===== config.mk =====
export PLATFORM = sky130hd
export DESIGN_NAME = gld_raster
export DESIGN_NICKNAME = d
export VERILOG_FILES = /design/src/rtl/gld_pkg.sv /design/src/rtl/gld_raster.sv
export SDC_FILE = /design/constraint.sdc
export NUM_CORES = 1
export LEC_CHECK = 0
export BUFFER_PORTS_ARGS = -buffer_cell sky130_fd_sc_hd__buf_2
export CAP_MARGIN = 30
export CELL_PAD_IN_SITES_DETAIL_PLACEMENT = 0
export CELL_PAD_IN_SITES_GLOBAL_PLACEMENT = 1
export CORE_UTILIZATION = 40
export CTS_BUF_LIST = sky130_fd_sc_hd__clkbuf_4
export CTS_CLUSTER_SIZE = 8
export DETAILED_ROUTE_END_ITERATION = 8
export GPL_ROUTABILITY_DRIVEN = 0
export GPL_TIMING_DRIVEN = 0
export PLACE_DENSITY_LB_ADDON = 0.1
export SLEW_MARGIN = 20
export SYNTH_ARGS = -nofsm -noshare
export SYNTH_HDL_FRONTEND = slang
export SYNTH_SLANG_ARGS = --single-unit
export TNS_END_PERCENT = 5

===== constraint.sdc =====
create_clock -name clk -period 23 [get_ports clk]
set_input_delay 2.3 -clock clk [delete_from_list [all_inputs] [get_ports clk]]
set_output_delay 2.3 -clock clk [all_outputs]
set_load 0.05 [all_outputs]

===== src/rtl/gld_pkg.sv =====
// Package for the GIF LZW pixel decoder: codes, constants and shared types.
// No dependencies; used by every module under rtl/.
`default_nettype none
package gld_pkg;

	localparam int TABLE_ENTRIES = 4096;
	localparam int MAX_BURST     = 63;
	localparam int MAX_DIM       = 16384;

	typedef enum logic [1:0] {
		CMD_START  = 2'd0,
		CMD_BYTE   = 2'd1,
		CMD_RESUME = 2'd2,
		CMD_SPARE  = 2'd3
	} cmd_t;

	typedef enum logic [2:0] {
		ST_PIXEL    = 3'd0,
		ST_WANTS    = 3'd1,
		ST_PAUSED   = 3'd2,
		ST_ENDED    = 3'd3,
		ST_UNDEF    = 3'd4,
		ST_NOT_ROOT = 3'd5,
		ST_REFUSED  = 3'd6
	} status_t;

	typedef enum logic [2:0] {
		REG_MCS    = 3'd0,
		REG_LEFT   = 3'd1,
		REG_TOP    = 3'd2,
		REG_WIDTH  = 3'd3,
		REG_HEIGHT = 3'd4,
		REG_SCR_W  = 3'd5,
		REG_SCR_H  = 3'd6,
		REG_INTL   = 3'd7
	} reg_idx_t;

	// Control sequencer states.
	typedef enum logic [3:0] {
		S_IDLE,     // wait for an input transfer
		S_EXTRACT,  // pull the next code from the bit buffer
		S_KWADD,    // KwKwK: add entry before the walk
		S_LEN_RD,   // prefix chain walk to find length / first byte
		S_LEN_WT,
		S_ADD,      // add new entry after walk
		S_PIX_RD,   // read chain down to the wanted byte
		S_PIX_WT,
		S_PIX_OUT,  // emit one pixel
		S_CLOSE     // emit closing status
	} state_t;

	typedef struct packed {
		logic [2:0]  status;
		logic [7:0]  pixel_index;
		logic [13:0] screen_x;
		logic [13:0] screen_y;
		logic        row_complete;
		logic        last;
	} result_t;

	// Table write request from sequencer to dictionary memory.
	typedef struct packed {
		logic        we;
		logic [11:0] addr;
		logic [11:0] prefix;
		logic [7:0]  suffix;
	} tbl_wr_t;

	function automatic logic [3:0] pass_start(input logic [1:0] p);
		unique case (p)
			2'd0: pass_start = 4'd0;
			2'd1: pass_start = 4'd4;
			2'd2: pass_start = 4'd2;
			default: pass_start = 4'd1;
		endcase
	endfunction

	function automatic logic [3:0] pass_step(input logic [1:0] p);
		unique case (p)
			2'd0, 2'd1: pass_step = 4'd8;
			2'd2: pass_step = 4'd4;
			default: pass_step = 4'd2;
		endcase
	endfunction

endpackage
`default_nettype wire


===== src/rtl/gld_raster.sv =====
// Raster position tracker: image column/row with interlace pass order,
// screen offset and clipping. Depends on gld_pkg.
`default_nettype none
module gld_raster
	import gld_pkg::*;
(
	input  wire logic        clk,
	input  wire logic        arst_n,
	input  wire logic        restart,
	input  wire logic        advance,
	input  wire logic [15:0] image_left,
	input  wire logic [15:0] image_top,
	input  wire logic [15:0] image_width,
	input  wire logic [15:0] image_height,
	input  wire logic [14:0] screen_width,
	input  wire logic [14:0] screen_height,
	input  wire logic        interlaced,
	output logic             done,
	output logic             visible,
	output logic             row_end,
	output logic      [13:0] sx,
	output logic      [13:0] sy
);

	logic [15:0] col_q, row_q;
	logic [2:0]  pass_q;
	logic [3:0]  step_q;
	logic [16:0] sx_full, sy_full, r_next;
	logic [15:0] row_nx;
	logic [2:0]  pass_nx;
	logic [3:0]  step_nx;

	assign done    = (interlaced && pass_q[2]) || (row_q >= image_height);
	assign sx_full = {1'b0, image_left} + {1'b0, col_q};
	assign sy_full = {1'b0, image_top} + {1'b0, row_q};
	assign row_end = ({1'b0, col_q} + 17'd1) >= {1'b0, image_width};
	assign visible = (sx_full < {2'b0, screen_width}) && (sx_full < 17'(MAX_DIM))
		&& (sy_full < {2'b0, screen_height}) && (sy_full < 17'(MAX_DIM));
	assign sx = sx_full[13:0];
	assign sy = sy_full[13:0];

	// Next row: pass skipping is at most four short steps.
	always_comb begin
		pass_nx = pass_q;
		step_nx = step_q;
		if (interlaced) begin
			r_next = {1'b0, row_q} + {13'd0, step_q};
			for (int i = 0; i < 4; i++) begin
				if (!pass_nx[2] && r_next >= {1'b0, image_height}) begin
					pass_nx = pass_nx + 3'd1;
					if (!pass_nx[2]) begin
						r_next  = {13'd0, pass_start(pass_nx[1:0])};
						step_nx = pass_step(pass_nx[1:0]);
					end
				end
			end
		end else begin
			r_next = {1'b0, row_q} + 17'd1;
		end
		row_nx = r_next[16] ? 16'hFFFF : r_next[15:0];
	end

	always_ff @(posedge clk or negedge arst_n) begin
		if (!arst_n) begin
			col_q  <= '0;
			row_q  <= '0;
			pass_q <= '0;
			step_q <= 4'd8;
		end else if (restart) begin
			col_q  <= '0;
			row_q  <= '0;
			pass_q <= '0;
			step_q <= 4'd8;
		end else if (advance) begin
			if (row_end) begin
				col_q  <= '0;
				row_q  <= row_nx;
				pass_q <= pass_nx;
				step_q <= step_nx;
			end else begin
				col_q <= col_q + 16'd1;
			end
		end
	end

endmodule
`default_nettype wire


==> summary.txt, run 1 <==
STA
  • RSZ-0062 raised after global routing: no
  • Final setup violation count: 0
  • Final Hold Fails: 0
  • Slew Limit Fails: 0
  • Final period utilization: 55.5%
  • Slew HR: 48.6%
  • Worst-margin pin slew: 770 ps
  • Minimum clock period: 12770 ps
  • Fin Setup TNS: 0 ps
  • Clock skew: 23.7 ps
  • Fin Hold WS: 529 ps
  • Fmax: 78.3 MHz
  • Final setup margin: 10230 ps

Yosys
  • Largest family of logic cells by synthesized area: adder cells
  • Fraction of the mapped netlist area in simple logic gates: 20.4%
  • FF+latch count, synth: 39
  • Mux cell area share after synthesis: 2.13%
  • Count of cell types in the netlist: 87
  • Async SR Flop Fraction: 100%
  • Post-Syn Area: 7930 um^2
  • Syn Inst Count: 1005
  • Synth Area in Compound Gates: 22.0%
  • Syn_nets: 1293
  • Synth Area in Adders: 30.1%
  • XOR/XNOR Fraction of Synth Area: 7.02%
  • Number of synthesized flops with an enable pin: 0
  • Count leader, synth: ha_1
  • Top cells by count, synth: ha_1, nor2_1, inv_1
  • Synth top area cells: ha_1, dfrtp_1, nor2_1
  • Post-synthesis sequential area ratio: 12.3%
  • Yosys top cell by area: ha_1
  • Top cell type's share of synthesized area: 29.4%
  • Avg Cell Area, Syn: 7.89 um^2
  • YS warnings: 0
  • Ys flop type: dfrtp_1

Clock tree
  • Total CTS buffers: 5
  • Setup bufs post-CTS: 0
  • Clk pin slew, worst setup/hold paths: 120 ps
  • Post-CTS Resized: 0
  • H-tree levels: 2
  • Root Driver: clkbuf_4
  • Latest clock arrival within the worst-skew pair: 370 ps
  • CTS sink count: 39
  • Clock Path Buffers: 2
  • CTS Hold Bufs: 0
  • CTS tree: done

Detailed routing
  • Vias per inst: 5.35
  • Iter 0 DRT Violations: 285
  • # DRC: 0
  • Final Routed Wirelength: 22.5 mm
  • DRT Pass-1 Iters: 4
  • Detail Route Antenna Nets: 0
  • Vias: 7529
  • Drt wl/cell: 16.0 um

Power and ir drop
  • Cell Pwr Density: 22.0 nW/um^2
  • Pleak: 4.99 nW
  • Max VDD drop: 27.3 uV
  • PnR Total Power: 0.199 mW

GRT
  • Met1 usage: 28.9%
  • Vias in the first global route: 7016
  • Global Route met3 Usage: 1.64%
  • First-pass GRT wire length: 35.7 mm
  • Met2 GRT Util: 40.1%
  • Largest net degree at the start of global routing: 40
  • GR Util All Layers: 22.3%
  • Global route hottest layer: met2
  • Initial antenna violation count: 1
  • Gr ovfl total: 0

Die
  • DIE AREA: 20400 um^2
  • Starting Density: 40.7%
  • Core area: 19500 um^2
  • I/O pins: 130
  • Die width: 143 um
  • Die height: 143 um
  • FP Rows: 51

Critical path
  • Data arrival time of the worst path: 13020 ps
  • Critical Path Most Common Cell: nor2_1
  • R2R Path Start: row_q[1]$_DFFE_PN0P_
  • Largest stage delay, worst path: 660 ps
  • Slowest cell on crit path: dfrtp_1
  • Crit start category: register
  • Required @ worst endpoint: 23250 ps
  • CP startpoint: row_q[1]$_DFFE_PN0P_
  • CP Class: reg2reg
  • Setup crit end kind: register
  • Worst-path fanout max: 10

Place
  • Area after DPL: 8900 um^2
  • PortBufs: 128
  • Place WS: 10190 ps
  • Cells after DPL: 1398
  • HPWL Detailed: 19.4 mm

Finish
  • Final #Nets: 1429
  • Synth-to-layout area growth: 13.9%
  • Non-Filler Instances: 1408
  • Final Cell Area: 9030 um^2
  • Number of fill cells: 2031
  • Layout cells sized above 1: 16.1%
  • Final core occ: 46.4%

Run status
  • Status: finished, final reports clean

Worst hold path
  • Hold_sp: step_q[0]$_DFFE_PN0P_
  • Hold Path Class: reg2reg

Run
  • Max cap viols: 0
-- state kept, by name, summed over array words and instances (netlist names) --
| signal | flops |
|---|---|
| step_q | 4 |
| col_q | 16 |
| pass_q | 3 |
| row_q | 16 |
-- power breakdown --
group          switching (mW)  total [mW]  internal [mW]
Combinational          0.0431      0.0696         0.0264
Sequential           0.000623      0.0695         0.0689
Clock                  0.0245      0.0596         0.0351
Total                  0.0682       0.199          0.130
-- routing by layer --
layer | routed length [um] | up-vias
li1 | - | 3928
met1 | 10600 | 3426
met2 | 10900 | 154
met3 | 726 | 21
met4 | 303 | 0
met5 | 0 | -
-- final timing paths --
path / cells past startpoint / end / slack, ps
setup / recovery: 48 / row_q[14]$_DFFE_PN0P_ / 10230
hold / removal: 2 / step_q[0]$_DFFE_PN0P_ / 530
setup reg to reg: 48 / row_q[14]$_DFFE_PN0P_ / 10230
hold reg to reg: 2 / step_q[0]$_DFFE_PN0P_ / 530
max in group asynchronous: 2 / step_q[3]$_DFFE_PN1P_ / 20720
min in group asynchronous: 1 / col_q[0]$_DFFE_PN0P_ / 1760
-- area by class of cell --
cell class                      count  area, um^2  share of cell area, %
Clock inverter                      2        60.1                  0.665
Multi-Input combinational cell    843        6470                   71.7
Antenna cell                        1        2.50                 0.0277
Clock buffer                        6        45.0                  0.499
Timing Repair Buffer              129         661                   7.32
Sequential cell                    39         977                   10.8
Tap cell                          265         332                   3.67
Inverter                          100         375                   4.16
Buffer                             23         105                   1.16
-- placed cells by master, fill, tap and decap left out, drive strengths merged, types with 3 or more instances in the layout --
cell type  netlist  routed
a2111oi          4       4
a211o            3       3
a211oi          14      14
a21o            26      26
a21oi           59      59
a22o             3       3
a31oi            7       7
and3            24      24
buf              6     135
clkbuf          17      23
dfrtp           38      38
fa               3       3
ha             186     186
inv             99      99
mux2             9       9
mux2i            6       6
nand2           67      67
nand2b          20      20
nand3           39      39
nand4           23      23
nor2           105     105
nor2b           10      10
nor3            13      13
nor4             5       5
nor4b            4       4
o211ai          10      10
o21a            12      12
o21ai           46      46
o21bai           6       6
o221a            7       7
o221ai           7       7
o22ai            4       4
o2bb2ai          5       5
o31ai            5       5
or2              7       7
xnor2           39      39
xor2            22      22
-- worst max-delay path, delay by kind of cell (launching register included) --
| family | cells | cell delay (ps) |
|---|---|---|
| compound gates | 17 | 4450 |
| simple gates | 20 | 3980 |
| fa+ha+maj | 5 | 1590 |
| buf+inv | 5 | 1500 |
| flops | 1 | 660 |
| xor+xnor | 1 | 460 |
-- logic make-up after synthesis --
family | after synthesis
flip-flops | 39
buffers and inverters | 123
AO/OA/AOI/OAI | 248
AND/OR/NAND/NOR | 329
XOR/XNOR | 62
multiplexers | 15
adder cells (fa/ha/maj) | 189
(Power assumes the default switching activity.)
==> inputs of run 2 (changes only) <==
==> constraint.sdc (replaced) <==
create_clock -name clk -period 12.7 [get_ports clk]
set_input_delay 1.27 -clock clk [delete_from_list [all_inputs] [get_ports clk]]
set_output_delay 1.27 -clock clk [all_outputs]
set_load 0.05 [all_outputs]
==> summary.txt, run 2 (synthesized netlist as in run 1, its figures left out) <==
Run status
  • Status: finished, final reports clean

STA
  • Clock skew: 24.4 ps (+0.675 ps)
  • Final Hold Fails: 0 (unchanged)
  • Fin Hold WS: 537 ps (+7.87 ps)
  • Final period utilization: 93.9% (+38 points)
  • Fin Setup TNS: 0 ps (unchanged)
  • Final setup violation count: 0 (unchanged)
  • Slew HR: 47.6% (-1.1 points)
  • Slew Limit Fails: 0 (unchanged)
  • Fmax: 83.9 MHz (+7.1%)
  • Minimum clock period: 11920 ps (-851 ps)
  • Worst-margin pin slew: 786 ps (+16.2 ps)

Power and ir drop
  • Clock power frac: 29.9% (about the same)
  • PnR Total Power: 0.359 mW (+81%)
  • NetSw: 0.123 mW (+80%)
  • Logic pwr share: 35.1% (about the same)
  • Max VDD drop: 49.1 uV (+80%)
  • Cell Pwr Density: 39.6 nW/um^2 (+80%)
  • Internal: 0.236 mW (+81%)
  • Pleak: 5.01 nW (+0.41%)
  • Switch share: 34.2% (-0.11 points)
  • Reg power frac: 35.0% (about the same)

Finish
  • Biggest regs: col_q: 16 flops, row_q: 16 flops, step_q: 4 flops
  • Commonest non-fill, non-tap cell in the layout: ha_1
  • Layout cells sized above 1: 17.0% (+0.85 points)
  • Synth-to-layout area growth: 14.5%
  • Most frequent cells in the layout: ha_1, buf_2, nor2_1
  • Number of fill cells: 2029 (-0.098%)
  • Final #Nets: 1431 (+0.14%)

Clock tree
  • Total CTS buffers: 5 (unchanged)
  • H-tree levels: 2 (unchanged)
  • Root Driver: clkbuf_4
  • Clock Path Buffers: 2 (unchanged)
  • Latest clock arrival within the worst-skew pair: 370 ps (about the same)
  • CTS tree: done
  • CTS sink count: 39 (unchanged)
  • Clk pin slew, worst setup/hold paths: 130 ps (about the same)
  • CTS Hold Bufs: 0 (unchanged)

Critical path
  • Setup crit end kind: register
  • CP startpoint: row_q[1]$_DFFE_PN0P_
  • Worst-path fanout max: 10 (unchanged)
  • Crit start category: register
  • Critical Path Most Common Cell: nor2_1
  • Largest stage delay, worst path: 530 ps (-130 ps)
  • Required @ worst endpoint: 12910 ps (-10340 ps)
  • Slowest cell on crit path: dfrtp_2
  • CP Class: reg2reg
  • Data arrival time of the worst path: 12140 ps (-880 ps)
  • R2R Path Start: row_q[1]$_DFFE_PN0P_

Die
  • Core area: 19500 um^2 (unchanged)
  • Starting Density: 40.7% (unchanged)
  • FP Rows: 51 (unchanged)
  • Die height: 143 um (unchanged)
  • Die width: 143 um (unchanged)
  • DIE AREA: 20400 um^2 (unchanged)
  • I/O pins: 130 (unchanged)

Detailed routing
  • Drt wl/cell: 16.0 um (+0.31%)
  • Vias: 7544 (+0.20%)
  • DRT Pass-1 Iters: 5 (+1)
  • Detail Route Antenna Nets: 0 (unchanged)
  • # DRC: 0 (unchanged)
  • Iter 0 DRT Violations: 283 (-0.70%)
  • Final Routed Wirelength: 22.6 mm (+0.45%)
  • Vias per inst: 5.35 (about the same)

GRT
  • Initial antenna violation count: 1 (unchanged)
  • Largest net degree at the start of global routing: 40 (unchanged)
  • Gr ovfl total: 0 (unchanged)
  • GR Util All Layers: 22.3% (about the same)
  • First-pass GRT wire length: 35.7 mm (about the same)
  • Vias in the first global route: 7018 (+0.029%)

Place
  • HPWL Detailed: 19.4 mm (unchanged)
  • PortBufs: 128 (unchanged)

Worst hold path
  • Hold_sp: step_q[0]$_DFFE_PN0P_
  • Hold Path Class: reg2reg

Run
  • Max cap viols: 0 (unchanged)
==> run 2: stage by stage <==
| stage | area (um^2) | std cells | setup slack, ps | utilization, % |
|---|---|---|---|---|
| floorplan | 7930 | 1005 | 3130 | - |
| detailed placement | 8900 | 1398 | -18.1 | 45.7 |
| global placement | 8900 | 1398 | 30.3 | 45.7 |
| CTS | 9010 | 1406 | 46.9 | 46.3 |
| finish | 9070 | 1410 | 777 | 46.6 |
| global route | 9070 | 1410 | -17.6 | 46.6 |
==> run 2: critical path, delay by kind of cell, from the launching register on <==
family,cells,cell delay (ps)
simple gates,20,3920
compound gates,17,3800
fa+ha+maj,5,1590
buf+inv,6,1430
flops,1,530
xor+xnor,1,460
==> run 2: layout make-up <==
class	count	area [um^2]	area share (%)
multi-input combinational	843	6500	71.6
sequential	39	980	10.8
timing repair buffer	131	676	7.45
inverter	100	375	4.14
tap	265	332	3.65
buffer	23	108	1.19
clock inverter	2	60.1	0.662
clock buffer	6	45.0	0.496
antenna	1	2.50	0.0276
==> run 2: power groups by stage <==
| stage | Sequential (mW) | Combinational, mW | Clock, mW |
|---|---|---|---|
| final | 0.126 | 0.126 | 0.107 |
| after floorplan | 0.128 | 0.0850 | 0 |
| after global placement | 0.128 | 0.126 | 0 |
| after global routing | 0.126 | 0.142 | 0.115 |
| after detailed placement | 0.128 | 0.126 | 0 |
| after CTS | 0.126 | 0.127 | 0.110 |
==> run 2: path summary, 6_finish.rpt <==
path	to	slack [ps]	cells past startpoint
setup / recovery	row_q[11]$_DFFE_PN0P_	780	49
hold / removal	step_q[0]$_DFFE_PN0P_	540	2
setup reg to reg	row_q[11]$_DFFE_PN0P_	780	49
hold reg to reg	step_q[0]$_DFFE_PN0P_	540	2
max in group asynchronous	step_q[3]$_DFFE_PN1P_	11450	2
min in group asynchronous	col_q[0]$_DFFE_PN0P_	730	1
==> run 2: repair_timing <==
action,4_1_cts,5_1_grt
resized for setup,2,10
cloned,0,0
setup endpoints to repair,8,23
buffers inserted,0,2
pin swaps,0,1
==> run 2: metal layers <==
metal | part of all wire [%] | vias up | track usage (%) | routed length, um
met3 | 3.4 | 17 | 1.64 | 762
met2 | 48 | 164 | 40.1 | 10900
met5 | 0 | - | 0 | 0
met4 | 1.2 | 0 | 4.81 | 275
li1 | - | 3939 | - | -
met1 | 47 | 3424 | 28.9 | 10700
==> inputs of run 3 (changes only) <==
--- a/config.mk
+++ b/config.mk
@@ -5,7 +5,7 @@
 export SDC_FILE = /design/constraint.sdc
 export NUM_CORES = 1
 export LEC_CHECK = 0
-export BUFFER_PORTS_ARGS = -buffer_cell sky130_fd_sc_hd__buf_2
+export BUFFER_PORTS_ARGS = -buffer_cell sky130_fd_sc_hd__clkbuf_2
 export CAP_MARGIN = 30
 export CELL_PAD_IN_SITES_DETAIL_PLACEMENT = 0
 export CELL_PAD_IN_SITES_GLOBAL_PLACEMENT = 1
==> constraint.sdc (replaced) <==
create_clock -name clk -period 12.7 [get_ports clk]
set_input_delay 1.27 -clock clk [delete_from_list [all_inputs] [get_ports clk]]
set_output_delay 1.27 -clock clk [all_outputs]
set_load 0.005 [all_outputs]
==> summary.txt, run 3 (synthesized netlist as in run 1, its figures left out) <==
Finish
  • Commonest non-fill, non-tap cell in the layout: ha_1
  • Final #Nets: 1432 (+0.070%)
  • Biggest regs: col_q: 16 flops, row_q: 16 flops, step_q: 4 flops
  • Number of fill cells: 2018 (-0.54%)
  • Layout cells sized above 1: 17.0% (+0.073 points)
  • Register area: 978 um^2 (-0.13%)
  • Non-Filler Instances: 1411 (+0.071%)
  • Synth-to-layout area growth: 14.6%
  • Most frequent cells in the layout: ha_1, clkbuf_2, nor2_1
  • Multi-input logic area: 6500 um^2 (about the same)

Critical path
  • FF-to-FF path depth: 47 (-4.1%)
  • Worst-path fanout max: 10 (unchanged)
  • Number of cells on the critical path: 47 (-4.1%)
  • Worst path buffer plus inverter count: 5 (-1)
  • Required @ worst endpoint: 12970 ps (+60 ps)
  • Slowest cell on crit path: dfrtp_1
  • Setup crit end kind: register
  • Data arrival time of the worst path: 12110 ps (-30 ps)
  • Crit start category: register
  • Critical Path Most Common Cell: nor2_1
  • Largest stage delay, worst path: 560 ps (+30 ps)
  • CP Class: reg2reg
  • CP delay by family, top: simple AND/OR/NAND/NOR gates

Detailed routing
  • # DRC: 0 (unchanged)
  • Vias per inst: 5.35 (about the same)
  • DRT Pass-1 Iters: 5 (unchanged)
  • Drt wl/cell: 16.0 um (-0.28%)
  • Iter 0 DRT Violations: 324 (+14%)
  • Vias: 7546 (+0.027%)
  • Detail Route Antenna Nets: 0 (unchanged)
  • Final Routed Wirelength: 22.6 mm (-0.21%)

Clock tree
  • Clock Path Buffers: 2 (unchanged)
  • CTS tree: done
  • Latest clock arrival within the worst-skew pair: 370 ps (about the same)
  • Clk pin slew, worst setup/hold paths: 130 ps (about the same)
  • CTS Hold Bufs: 0 (unchanged)
  • CTS sink count: 39 (unchanged)
  • Root Driver: clkbuf_4
  • Total CTS buffers: 5 (unchanged)
  • H-tree levels: 2 (unchanged)

Die
  • Die width: 143 um (unchanged)
  • Starting Density: 40.7% (unchanged)
  • Die height: 143 um (unchanged)
  • Core area: 19500 um^2 (unchanged)
  • FP Rows: 51 (unchanged)
  • DIE AREA: 20400 um^2 (unchanged)
  • I/O pins: 130 (unchanged)

STA
  • Worst-margin pin slew: 759 ps (-27.2 ps)
  • Minimum clock period: 11840 ps (-86.4 ps)
  • Final Hold Fails: 0 (unchanged)
  • Final setup violation count: 0 (unchanged)
  • RSZ-0062 raised after global routing: no
  • Fmax: 84.5 MHz (+0.73%)
  • Final period utilization: 93.2% (-0.68 points)
  • Clock skew: 22.8 ps (-1.57 ps)
  • Fin Setup TNS: 0 ps (unchanged)
  • Slew Limit Fails: 0 (unchanged)
  • Slew HR: 49.4% (+1.8 points)

GRT
  • Initial antenna violation count: 1 (unchanged)
  • First-pass GRT wire length: 36.0 mm (+0.71%)
  • Largest net degree at the start of global routing: 22 (-45%)
  • GR Util All Layers: 22.5% (+0.16 points)
  • Gr ovfl total: 0 (unchanged)
  • Vias in the first global route: 7209 (+2.7%)

Power and ir drop
  • Cell Pwr Density: 37.3 nW/um^2 (-5.7%)
  • Max VDD drop: 36.9 uV (-25%)
  • Pleak: 5.05 nW (+0.66%)

Run status
  • Status: finished, final reports clean

Worst hold path
  • Min-Delay Path Depth: 2 (unchanged)
  • Hold Path Class: reg2reg

Place
  • PortBufs: 128 (unchanged)
  • Cells after DPL: 1399 (+0.072%)
  • HPWL Detailed: 19.5 mm (+0.69%)

Run
  • Max cap viols: 0 (unchanged)
run 3: layer usage:
metal  vias to the layer above  part of all wire (%)  global-route usage, %
met4                         0                   1.0                   4.36
met5                         -                     0                      0
met1                      3449                    47                   28.8
met2                       144                    49                   40.9
li1                       3935                     -                      -
met3                        18                   3.0                   1.84
run 3: path summary, 6_finish.rpt:
| check | startpoint | endpoint | slack [ps] |
|---|---|---|---|
| min reg2reg | step_q[0]$_DFFE_PN0P_ | step_q[0]$_DFFE_PN0P_ | 520 |
| min | step_q[0]$_DFFE_PN0P_ | step_q[0]$_DFFE_PN0P_ | 520 |
| max in group asynchronous | arst_n | step_q[3]$_DFFE_PN1P_ | 11240 |
| min in group asynchronous | arst_n | col_q[0]$_DFFE_PN0P_ | 870 |
| max reg2reg | row_q[0]$_DFFE_PN0P_ | pass_q[0]$_DFFE_PN0P_ | 860 |
| max | row_q[0]$_DFFE_PN0P_ | pass_q[0]$_DFFE_PN0P_ | 860 |
run 3: where the power goes:
part           leakage (nW)  switching [mW]  internal [mW]
clock network        0.0559          0.0443         0.0636
logic                  4.45          0.0573         0.0480
registers             0.539         0.00109          0.125
total                  5.05           0.103          0.236
run 3: worst register-to-register path, delay by kind of cell (launching register included):
| kind | cells | cell delay (ps) |
|---|---|---|
| AOI/OAI and AO/OA | 16 | 3590 |
| xor gates and xnor gates | 1 | 440 |
| adders and majority gates | 5 | 1540 |
| buffers and inverters | 5 | 1220 |
| DFF | 1 | 560 |
| and+or+nand+nor | 20 | 4390 |
run 3: layout make-up:
type	count	area share, %
antenna	1	0.0275
sequential	39	10.8
clock buffer	6	0.496
clock inverter	2	0.661
timing repair buffer	132	7.60
tap	265	3.65
multi-input combinational	843	71.5
buffer	23	1.18
inverter	100	4.13
run 3: per-stage QoR:
stage | utilization [%] | area [um^2] | hold WS, ps | setup WS [ps] | total power [mW]
floorplan | - | 7930 | 484 | 3130 | 0.191
global placement | 45.7 | 8900 | 507 | 37.9 | 0.233
detailed placement | 45.9 | 8930 | 504 | 1.63 | 0.235
CTS | 46.5 | 9040 | 524 | 82.0 | 0.343
global route | 46.7 | 9090 | 541 | 92.1 | 0.362
finish | 46.7 | 9090 | 521 | 864 | 0.339
run 3: repair_timing:
action                     CTS  global route
resized for setup            2             9
pin swaps                    0             1
buffers inserted             0             3
gates cloned                 0             0
setup endpoints to repair    7            22
